--- src/design/lsm_pkg.sv ---
// Shared types and constants for the load share monitor.
// No dependencies.
package lsm_pkg;

  localparam int unsigned PctW = 7;
  localparam int unsigned FpsW = 16;
  localparam int unsigned TotalW = 39;
  localparam int unsigned PctOuts = 6;

  localparam logic [1:0] KIND_POLL = 2'd0;
  localparam logic [1:0] KIND_FRAME = 2'd1;
  localparam logic [1:0] KIND_PROCESS = 2'd2;

  localparam logic [31:0] TICK_RESET = 32'd10;
  localparam logic [15:0] FRAME_RESET = 16'd5;
  localparam logic [PctW-1:0] PCT_RESET = 7'd10;
  localparam logic [FpsW-1:0] FPS_RESET = 16'd10;
  localparam logic [31:0] STAMP_RESET = 32'd500;

  typedef enum logic [3:0] {
    ST_IDLE,
    ST_SUM,
    ST_FRAME,
    ST_FPS,
    ST_TGT,
    ST_DIV,
    ST_PCT,
    ST_OUT
  } state_t;

  // Step toward target by diff/5+1, where the division goes through a
  // reciprocal multiply; values are narrow (at most 16 bits).
  function automatic logic [16:0] div5(input logic [16:0] d);
    logic [35:0] p;
    p = 36'(d) * 36'd52429;
    return 17'(p >> 18);
  endfunction

endpackage

--- src/design/load_share_monitor.sv ---
// Top level of the load share monitor: tick and frame memories, the window
// walk, a shift-subtract divider for the shares and the output register.
// Depends on lsm_pkg.
//
// channel | direction | handshake     | payload
// in      | input     | in_valid/stall| kind, tick_type, now_ms, frame_rate
// out     | output    | out_valid/st  | smoothed_fps, pct_type0..5, window_total
//
// A poll item writes the tick memory (when its type is in range) and a frame
// item the frame memory. A process item reads the tick memory once per entry,
// then the frame memory, then runs a 46-step divider per type; out_valid
// rises after the last type. No item is taken while a result waits. Every
// memory is cleared by a pass after reset, during which in_stall is high.
module load_share_monitor import lsm_pkg::*; #(
  parameter int unsigned TICK_TYPES = 6,
  parameter int unsigned WINDOW = 16
) (
  input  logic              clk,
  input  logic              rst,
  input  logic              in_valid,
  output logic              in_stall,
  input  logic [1:0]        kind,
  input  logic [2:0]        tick_type,
  input  logic [31:0]       now_ms,
  input  logic [15:0]       frame_rate,
  output logic              out_valid,
  input  logic              out_stall,
  output logic [FpsW-1:0]   smoothed_fps,
  output logic [PctW-1:0]   pct_type0,
  output logic [PctW-1:0]   pct_type1,
  output logic [PctW-1:0]   pct_type2,
  output logic [PctW-1:0]   pct_type3,
  output logic [PctW-1:0]   pct_type4,
  output logic [PctW-1:0]   pct_type5,
  output logic [TotalW-1:0] window_total
);

  localparam int unsigned SlotW = (WINDOW > 1) ? $clog2(WINDOW) : 1;
  localparam int unsigned TypeW = (TICK_TYPES > 1) ? $clog2(TICK_TYPES) : 1;
  localparam int unsigned Depth = TICK_TYPES * WINDOW;
  localparam int unsigned AddrW = (Depth > 1) ? $clog2(Depth) : 1;
  localparam int unsigned CntW = $clog2(Depth + 1);
  localparam int unsigned FsumW = 16 + SlotW + 1;
  localparam int unsigned DivW = 6;
  // The frame average is a multiply by a rounded-up reciprocal of WINDOW,
  // exact for every sum that fits in FsumW bits.
  localparam int unsigned FShift = FsumW + SlotW;
  localparam longint unsigned FRecip =
    ((64'd1 << FShift) + 64'(WINDOW) - 64'd1) / 64'(WINDOW);
  localparam int unsigned FRecipW = FsumW + 2;
  localparam int unsigned FprodW = FsumW + FRecipW;

  logic [31:0] tick_mem [Depth];
  logic [15:0] frame_mem [WINDOW];
  logic [31:0] tick_rd;
  logic [15:0] frame_rd;

  logic [PctW-1:0] share [TICK_TYPES];
  logic [TotalW-1:0] sums [TICK_TYPES];

  state_t state, state_next;
  logic clearing;
  logic [CntW-1:0] cnt;
  logic [SlotW-1:0] slot_index;
  logic [31:0] last_stamp;
  logic [FpsW-1:0] fps_smooth;
  logic [TypeW-1:0] ty;
  logic [TypeW-1:0] ty_d;
  logic [SlotW-1:0] sl;
  logic rd_pend;
  logic [FsumW-1:0] fsum;
  logic [TotalW-1:0] total;
  logic [TotalW+6:0] num;
  logic [TotalW-1:0] rem;
  logic [DivW:0] quo;
  logic [DivW-1:0] bitc;

  logic in_acc;
  logic [AddrW-1:0] wr_addr, rd_addr;
  logic wr_en;
  logic [31:0] wr_data;
  logic [SlotW-1:0] slot_inc;

  assign in_stall = clearing || (state != ST_IDLE) || out_valid;
  assign in_acc = in_valid && !in_stall;
  assign slot_inc = (32'(slot_index) == WINDOW - 1) ? '0 : slot_index + 1'b1;

  // Clear pass or a poll write.
  always_comb begin
    if (clearing) begin
      wr_en = 1'b1;
      wr_addr = AddrW'(cnt);
      wr_data = TICK_RESET;
    end else begin
      wr_en = in_acc && (kind == KIND_POLL) && (32'(tick_type) < TICK_TYPES);
      wr_addr = AddrW'(32'(tick_type) * WINDOW + 32'(slot_index));
      wr_data = now_ms - last_stamp;
    end
  end

  assign rd_addr = AddrW'(32'(ty) * WINDOW + 32'(sl));

  always_ff @(posedge clk) begin
    if (wr_en) tick_mem[wr_addr] <= wr_data;
    tick_rd <= tick_mem[rd_addr];
    if (clearing && 32'(cnt) < WINDOW) frame_mem[SlotW'(cnt)] <= FRAME_RESET;
    else if (in_acc && kind == KIND_FRAME) frame_mem[slot_index] <= frame_rate;
    frame_rd <= frame_mem[sl];
  end

  always_comb begin
    state_next = state;
    unique case (state)
      ST_IDLE: if (in_acc && kind == KIND_PROCESS) state_next = ST_SUM;
      ST_SUM: if (rd_pend && 32'(ty) == 0 && sl == '0 && cnt != '0) state_next = ST_FRAME;
      ST_FRAME: if (rd_pend && sl == '0) state_next = ST_FPS;
      ST_FPS: state_next = ST_TGT;
      ST_TGT: state_next = ST_DIV;
      ST_DIV: if (bitc == '0) state_next = ST_PCT;
      ST_PCT: state_next = (32'(ty) == TICK_TYPES - 1) ? ST_OUT : ST_TGT;
      ST_OUT: state_next = ST_IDLE;
      default: state_next = ST_IDLE;
    endcase
  end

  logic [16:0] fd;
  logic [FpsW-1:0] favg;
  logic [FprodW-1:0] fprod;
  logic [PctW-1:0] pv, pt;
  logic [16:0] pd;
  logic [TotalW:0] trial;

  always_comb begin
    fprod = FprodW'(fsum) * FprodW'(FRecip);
    favg = 16'(fprod >> FShift);
    fd = (fps_smooth > favg) ? 17'(fps_smooth - favg) : 17'(favg - fps_smooth);
    pv = share[ty];
    pt = PctW'(quo);
    pd = (pv > pt) ? 17'(pv - pt) : 17'(pt - pv);
    trial = {rem, num[TotalW+6]};
  end

  always_ff @(posedge clk) begin
    if (rst) begin
      state <= ST_IDLE;
      clearing <= 1'b1;
      cnt <= '0;
      slot_index <= '0;
      last_stamp <= STAMP_RESET;
      fps_smooth <= FPS_RESET;
      out_valid <= 1'b0;
      ty <= '0;
      sl <= '0;
      rd_pend <= 1'b0;
      for (int i = 0; i < TICK_TYPES; i++) share[i] <= PCT_RESET;
    end else begin
      state <= state_next;
      if (clearing) begin
        if (32'(cnt) == Depth - 1) begin
          clearing <= 1'b0;
          cnt <= '0;
        end else cnt <= cnt + 1'b1;
      end
      if (out_valid && !out_stall) out_valid <= 1'b0;
      if (in_acc && kind == KIND_POLL) last_stamp <= now_ms;
      unique case (state)
        ST_IDLE: if (in_acc && kind == KIND_PROCESS) begin
          slot_index <= slot_inc;
          ty <= '0;
          sl <= '0;
          rd_pend <= 1'b0;
          cnt <= '0;
          total <= TotalW'(1);
          for (int i = 0; i < TICK_TYPES; i++) sums[i] <= '0;
        end
        ST_SUM: begin
          // Address walks one entry ahead of the accumulating data.
          if (rd_pend) begin
            sums[ty_d] <= sums[ty_d] + TotalW'(tick_rd);
            total <= total + TotalW'(tick_rd);
          end
          if (32'(cnt) < Depth) begin
            cnt <= cnt + 1'b1;
            rd_pend <= 1'b1;
            ty_d <= ty;
            if (32'(sl) == WINDOW - 1) begin
              sl <= '0;
              ty <= (32'(ty) == TICK_TYPES - 1) ? '0 : ty + 1'b1;
            end else sl <= sl + 1'b1;
          end
          if (state_next == ST_FRAME) begin
            sl <= (WINDOW > 1) ? SlotW'(1) : '0;
            fsum <= '0;
            rd_pend <= 1'b1;
            ty <= '0;
          end
        end
        ST_FRAME: begin
          fsum <= fsum + FsumW'(frame_rd);
          sl <= (32'(sl) == WINDOW - 1) ? '0 : sl + 1'b1;
        end
        ST_FPS: begin
          if (fps_smooth > favg) fps_smooth <= fps_smooth - 16'(div5(fd) + 1'b1);
          else if (fps_smooth < favg) fps_smooth <= fps_smooth + 16'(div5(fd) + 1'b1);
        end
        ST_TGT: begin
          // Times one hundred as 64 + 32 + 4.
          num <= ((TotalW+7)'(sums[ty]) << 6) + ((TotalW+7)'(sums[ty]) << 5)
                 + ((TotalW+7)'(sums[ty]) << 2);
          rem <= '0;
          quo <= '0;
          bitc <= DivW'(TotalW + 7);
        end
        ST_DIV: begin
          if (bitc != '0) begin
            bitc <= bitc - 1'b1;
            num <= num << 1;
            if (trial >= (TotalW+1)'(total)) begin
              rem <= TotalW'(trial - (TotalW+1)'(total));
              quo <= {quo[DivW-1:0], 1'b1};
            end else begin
              rem <= TotalW'(trial);
              quo <= {quo[DivW-1:0], 1'b0};
            end
          end
        end
        ST_PCT: begin
          if (pv > pt) share[ty] <= pv - PctW'(div5(pd) + 1'b1);
          else if (pv < pt) share[ty] <= pv + PctW'(div5(pd) + 1'b1);
          ty <= (32'(ty) == TICK_TYPES - 1) ? '0 : ty + 1'b1;
        end
        ST_OUT: out_valid <= 1'b1;
        default: ;
      endcase
    end
  end

  always_comb begin
    smoothed_fps = fps_smooth;
    window_total = total;
    pct_type0 = (TICK_TYPES > 0) ? share[0] : '0;
    pct_type1 = (TICK_TYPES > 1) ? share[TypeW'(1 % TICK_TYPES)] : '0;
    pct_type2 = (TICK_TYPES > 2) ? share[TypeW'(2 % TICK_TYPES)] : '0;
    pct_type3 = (TICK_TYPES > 3) ? share[TypeW'(3 % TICK_TYPES)] : '0;
    pct_type4 = (TICK_TYPES > 4) ? share[TypeW'(4 % TICK_TYPES)] : '0;
    pct_type5 = (TICK_TYPES > 5) ? share[TypeW'(5 % TICK_TYPES)] : '0;
  end

endmodule

--- config.mk ---
export PLATFORM = sky130hd
export DESIGN_NAME = load_share_monitor
export DESIGN_NICKNAME = d
export VERILOG_FILES = /design/src/design/lsm_pkg.sv /design/src/design/load_share_monitor.sv
export SDC_FILE = /design/constraint.sdc
export NUM_CORES = 2
export LEC_CHECK = 0
export BUFFER_PORTS_ARGS = -buffer_cell sky130_fd_sc_hd__buf_2
export CORE_UTILIZATION = 45
export DETAILED_ROUTE_END_ITERATION = 8
export SYNTH_ARGS = -nofsm -noshare
export SYNTH_HDL_FRONTEND = slang
export SYNTH_SLANG_ARGS = --single-unit
--- constraint.sdc ---
create_clock -name clk -period 19.28 [get_ports clk]
set_clock_uncertainty 0.2 [all_clocks]
set_input_delay 1.928 -clock clk [delete_from_list [all_inputs] [get_ports clk]]
set_output_delay 1.928 -clock clk [all_outputs]
set_load 0.05 [all_outputs]
# ---- Word level (Yosys, flattened, before mapping)
# Memory sizes are Yosys's and may differ from the RTL's. A register that Yosys moved wholly into a read port is not among the register bits.
# Index checks and enable logic that the tools add are counted.
dict set report word_totals {
  reg_bits 234
  ramBits 3604
  output_inout_bits 99
  elab_cells 213
  n_memories 4
}
dict set report op_classes {
  addsub 24
  n_mul 2
  magnitude_cmp 8
  n_eq_ne 20
  n_mux 94
  n_bitwise 2
  n_reduce_logical 42
}
# memory words word_bits rd rd_ports_with_merged_regs wr line
set mem_list {}
lappend mem_list {tick_mem 96 32 1 1 1 load_share_monitor.sv:53} ;# logic [31:0] tick_mem [Depth];
lappend mem_list {frame_mem 16 16 1 1 1 load_share_monitor.sv:54} ;# logic [15:0] frame_mem [WINDOW];
lappend mem_list {sums 6 39 2 2 6 load_share_monitor.sv:59} ;# logic [TotalW-1:0] sums [TICK_TYPES];
lappend mem_list {share 6 7 7 1 6 load_share_monitor.sv:58} ;# logic [PctW-1:0] share [TICK_TYPES];
# cell n
set ops {}
lappend ops {{$mux W39} 5}
lappend ops {{$pmux W39 S2} 2}
lappend ops {{$pmux W46 S2} 1}
lappend ops {{$add A39 B32 Y39} 2}
lappend ops {{$mux W7} 8}
lappend ops {{$mux W16} 3}
lappend ops {{$add A45 B44 Y46} 1}
lappend ops {{$add A46 B41 Y46} 1}
lappend ops {{$mux W46} 1}
lappend ops {{$pmux W21 S2} 1}
lappend ops {{$ge A40 B39 Y1} 1}
lappend ops {{$mux W4} 10}
lappend ops {{$reduce_or A39 Y1} 1}
lappend ops {{$sub A39 B39 Y39} 1}
lappend ops {{$mux W1} 38}
lappend ops {{$mux W3} 12}
lappend ops {{$mux W17} 2}
lappend ops {{$sub A16 B16 Y17} 2}
lappend ops {{$mul A17 B16 Y33 const B} 1}
lappend ops {{$mux W32} 1}
lappend ops {{$sub A32 B32 Y32} 1}
lappend ops {{$pmux W4 S7} 1}
lappend ops {{$pmux W7 S2} 2}
lappend ops {{$mul A17 B16 Y25 const B} 1}
lappend ops {{55 further kinds} 93}

# ---- Depth between registers and ports, before layout
dict set report depth {
  ltp_word 13
  mapped_depth 57
  ltp_nobuf 56
}

# ---- Worst setup path before layout
# OpenSTA, ideal clock, no wires.
dict set report synth_timing {
  path_type {reg-to-reg}
  start {register with a tool-made name}
  end {memory share[5][6], data pin}
  setup_time_ns 0.276
  t_arrival_ns 13.063
  slack_ns 5.740
  path_stages_with_launch 50
  n_path_buf 4
  cell_sequence {dfxtp_1 -> buf_1 -> clkbuf_1 -> buf_1 -> mux4_2 -> mux2i_1 -> inv_1 -> fa_1 -> a21o_1 -> a21oi_1 -> o21ai_0 -> nand2_1 -> clkbuf_1 -> mux2i_1 -> a21oi_1 -> o21ai_0 -> and2_1 -> nor2b_1 -> (+14 left out) -> a21oi_1 -> xor2_1 -> inv_1 -> ha_1 -> nor2_1 -> a21oi_1 -> inv_1 -> fa_1 -> inv_1 -> a21oi_1 -> o21bai_1 -> a21o_1 -> a21oi_1 -> xnor2_1 -> xnor2_1 -> xnor2_1 -> xnor2_1 -> nor2_1}
}
# item line
set synth_rtl {}
lappend synth_rtl {{end: declaration} load_share_monitor.sv:58}

# ---- Worst setup path after layout
dict set report layout_timing {
  start {register fps_smooth[13], in the netlist smoothed_fps[13]}
  end {register fps_smooth[15], in the netlist smoothed_fps[15]}
}
dict set report layout_between {
  elab_chain_len 7
}
# item line
set layout_lines {}
lappend layout_lines {{start: declaration} load_share_monitor.sv:66} ;# logic [FpsW-1:0] fps_smooth;
lappend layout_lines {{start signal: assignment} load_share_monitor.sv:203} ;# if (fps_smooth > favg) fps_smooth <= fps_smooth - 16'(div5(fd) + 1'b1);
lappend layout_lines {{start signal: assignment} load_share_monitor.sv:204} ;# else if (fps_smooth < favg) fps_smooth <= fps_smooth + 16'(div5(fd) + 1'b1);
lappend layout_lines {{$sub A16 B16 Y17 or $gt A16 B16 Y1 (tied branches)} {load_share_monitor.sv:136, load_share_monitor.sv:203}}
lappend layout_lines {{$mux W17} load_share_monitor.sv:136} ;# fd = (fps_smooth > favg) ? 17'(fps_smooth - favg) : 17'(favg - fps_smooth);
lappend layout_lines {{$mul A17 B16 Y33} lsm_pkg.sv:35} ;# p = 36'(d) * 36'd52429;
lappend layout_lines {{$add A15 B1 Y16} {load_share_monitor.sv:203, load_share_monitor.sv:204}}
lappend layout_lines {{$add A16 B16 Y16} load_share_monitor.sv:204}
lappend layout_lines {{$mux W16} load_share_monitor.sv:204}
lappend layout_lines {{$mux W16} load_share_monitor.sv:203}
# Parallel ways exist; a longest one is shown, timed or not. The select of a mux whose other input is x is not followed.
# A chain may end at the register's enable or synchronous reset.

==> results.md <==
* Sw Share at between 20% and 30%
* Ys async rst share at 0%
* # hold bufs at CTS at 0
* Clock share of power at 40.8%
* Total power at ~19 mW
* Post-synth top flop: edfxtp_1
* Most frequent cells in the layout: 3854 x edfxtp_1, 1241 x mux4_2, 568 x nor2_1
* Vias per inst at roughly 6.0
* Startpoint types: register
* CTS tree: done
* Worst-Skew Late Latency at 1000 ps
* Wire per inst at between 30 and 40 um
* Pleak at between 60 and 70 nW
* Hold Path Origin: last_stamp[18]
* Worst slew pin tran at around 1300 ps
* Top cells by area, synth: edfxtp_1 66%, mux4_2 16%, ha_1 3.4%
* Setup Viol. Count Final at 0
* CTS H-tree depth at 5
* WS Path Type: reg -> reg
* Post-Synthesis Cells at just under 10k
* Seq/Total Area, Yosys at between 60% and 70%
* R2R cell count at 51
* Mux cell area share after synthesis at ~17%
* CTS sink count at roughly 4.0k
* Synth Area in Compound Gates at around 3.2%
* Largest family of logic cells by synthesized area: multiplexers
* Synth Register Bits at roughly 4k
* Initial Util at a little under half
* Post-CTS setup buffers at 0
* Post-synth top area share at roughly two thirds
* Post-synthesis cell area at between 150000 and 200000 um2
* Internal at 14.5 mW
* First-pass GRT wire length at ~680000 um
* Worst EP required at 19940 ps
* Final Max Slew Viols at 0
* Pwr dens at just under 100 nW/um2
* Max cap viols at 0
* Synth warn at 0
* Syn_nets at 10.4k
* Dpl hpwl at roughly 290000 um
* # IOs at approximately 160
* Die H at between 600 and 700 um
* CP peak stage delay at about 930 ps
* Clk slew on worst S/H paths at 60 ps
* Worst Hold Path EP: last_stamp[18]
* Share of layout cells above drive strength 1 at ~24%
* Peak supply drop at 0.000227 V
* Total gr overflow at 0
* Largest net degree at the start of global routing at 147
* Post_cts resized at 0
* Combinational power share at 9.7%
* Layout area overhead at 12.6%
* Slew headroom at 13.0%
* FF-to-FF End: smoothed_fps[15]
* Period utilization at approximately 80%
* 1st-iter DRT viols at about 10k
* Synth Area in Adders at between 5 and 6%
* Via count at 93.9k
* Number of flops mapped to enable cells by yosys at just under 4k
* Commonest non-fill, non-tap cell in the layout: edfxtp_1
* Crit end category: register
* Syn Area/Cell at around 18 um2
* Max Freq at between 60 and 70 MHz
* Clk root buf: clkbuf_16
* Fraction of power consumed by sequential logic at about half
* Fin nets at ~11k
* Max clock buf depth at 4
* Post-route DRC at 36
* Initial antenna violation count at 35
* Hold crit path type: reg -> reg
* Total global-route track usage at 24.2%
* Post-synth top area cell: edfxtp_1
* Post-synthesis simple-gate area fraction at just under 4%
* Die area at 394000 um2
* PortBufs at ~160
* Min Tclk post-route at ~15000 ps
* Failing checks: DRC
* Core Region at between 300000 and 400000 um2
* WP data arrival at 15660 ps
* XOR/XNOR share of the synthesized area at under 10%
* Synth unique cells at between 90 and 100
* Final ANT Viol Nets at 0
* Die X-Extent at 627 um
* NetSw at around 4.6 mW
* CP max FO at 25
* Worst r2r src: smoothed_fps[13]
* Global placer's final weighted congestion at roughly 0.89
* CP max-delay cell: a2111oi_0
* Flop-to-flop setup slack at approximately 4300 ps
* Vias in the first global route at 95.4k
* Status: finished, violations left
* # rows at 229
* DRT Wirelength at 478000 um
* First drt pass iteration count at 8
* Worst Hold Depth at 2
* Final setup TNS at 0 ps
* Fin. Hold Viols at 0
* Number of buffers created by CTS at ~410
* RSZ-0062 raised after global routing: false
-- power by group through the flow --
| stage | logic, mW | clock network, mW | registers (mW) |
|---|---|---|---|
| final | 1.85 | 7.75 | 9.42 |
| after global routing | 2.04 | 8.20 | 9.42 |
| after CTS | 1.85 | 7.89 | 9.42 |
| after detailed placement | 1.84 | 0 | 9.60 |
| after global placement | 1.80 | 0 | 9.60 |
| after floorplan | 1.32 | 0 | 9.59 |
-- through the flow --
| stage | util [%] | cell area [um2] | hold WS, ps | setup slack [ps] | cells |
|---|---|---|---|---|---|
| floorplan | - | 176000 | 206 | 5740 | 9659 |
| finish | 50.9 | 198000 | 256 | 4280 | 15600 |
| global placement | 47.5 | 185000 | 242 | 4740 | 14900 |
| global route | 50.9 | 198000 | 277 | 3170 | 15600 |
| CTS | 50.9 | 198000 | 257 | 4410 | 15600 |
| detailed placement | 47.5 | 185000 | 249 | 4450 | 14900 |
-- critical path, delay by kind of cell (launching register included) --
kind                     cells  cell delay (ps)
XOR/XNOR                     5             1290
buffers and inverters        6              360
adder cells (fa/ha/maj)     10             3980
flip-flops                   1              430
AO/OA/AOI/OAI               22             6400
AND/OR/NAND/NOR              8             2190
-- per-layer routing --
metal	track usage (%)	up-vias	part of all wire [%]
met1	33.5	50200	41
met5	0	-	0.0027
met3	2.94	711	6.6
li1	-	39400	-
met4	7.47	2	3.3
met2	40.2	3553	49
-- sequential cells by signal, indices dropped and copies added, names as in the netlist, 6 cells and up, named ones only --
signal	count
bitc	6
rem	39
tick_mem	3072
frame_mem	256
tick_rd	32
smoothed_fps	16
num	44
window_total	39
pt	7
frame_rd	16
sums	312
cnt	7
last_stamp	32
fsum	20
share	56
-- cells by family (layout without fill, tap and decap cells) --
group                    after synthesis  after routing
adder cells (fa/ha/maj)              665            665
AO/OA/AOI/OAI                        871            871
buffers and inverters                943           1695
multiplexers                        1421           1421
XOR/XNOR                             256            256
other                                  1             23
AND/OR/NAND/NOR                     1521           1521
flip-flops                          3981           3981
-- layout make-up --
type	count	area, um2
antenna	22	55.1
tap	5197	6500
multi-input combinational	4735	55300
sequential	3981	118000
fill	31400	191000
clock inverter	249	2380
timing repair buffer	411	2790
inverter	529	1990
clock buffer	506	10700
-- Yosys cell counts (86+ instances only) --
cell type,number
dfxtp_1,127
fa_1,182
xnor2_1,151
nand2_1,348
a21o_1,86
edfxtp_1,3854
nor2_1,700
o21ai_0,165
clkbuf_1,301
mux2i_1,104
nor3_1,104
ha_1,483
mux4_2,1241
inv_1,527
xor2_1,102
a21oi_1,306
buf_1,110
-- worst max path at each step --
| stage | from | slack, ps | end |
|---|---|---|---|
| 2_1_floorplan | register | 5740 | share[5][6] |
| 3_3_place_gp | smoothed_fps[13] | 4740 | smoothed_fps[15] |
| 3_5_place_dp | smoothed_fps[13] | 4450 | smoothed_fps[15] |
| 4_1_cts | smoothed_fps[13] | 4410 | smoothed_fps[15] |
| 5_1_grt | smoothed_fps[13] | 3170 | smoothed_fps[15] |
| 6_report | smoothed_fps[13] | 4280 | smoothed_fps[15] |
Note: power is estimated with default switching activity, not from simulation.
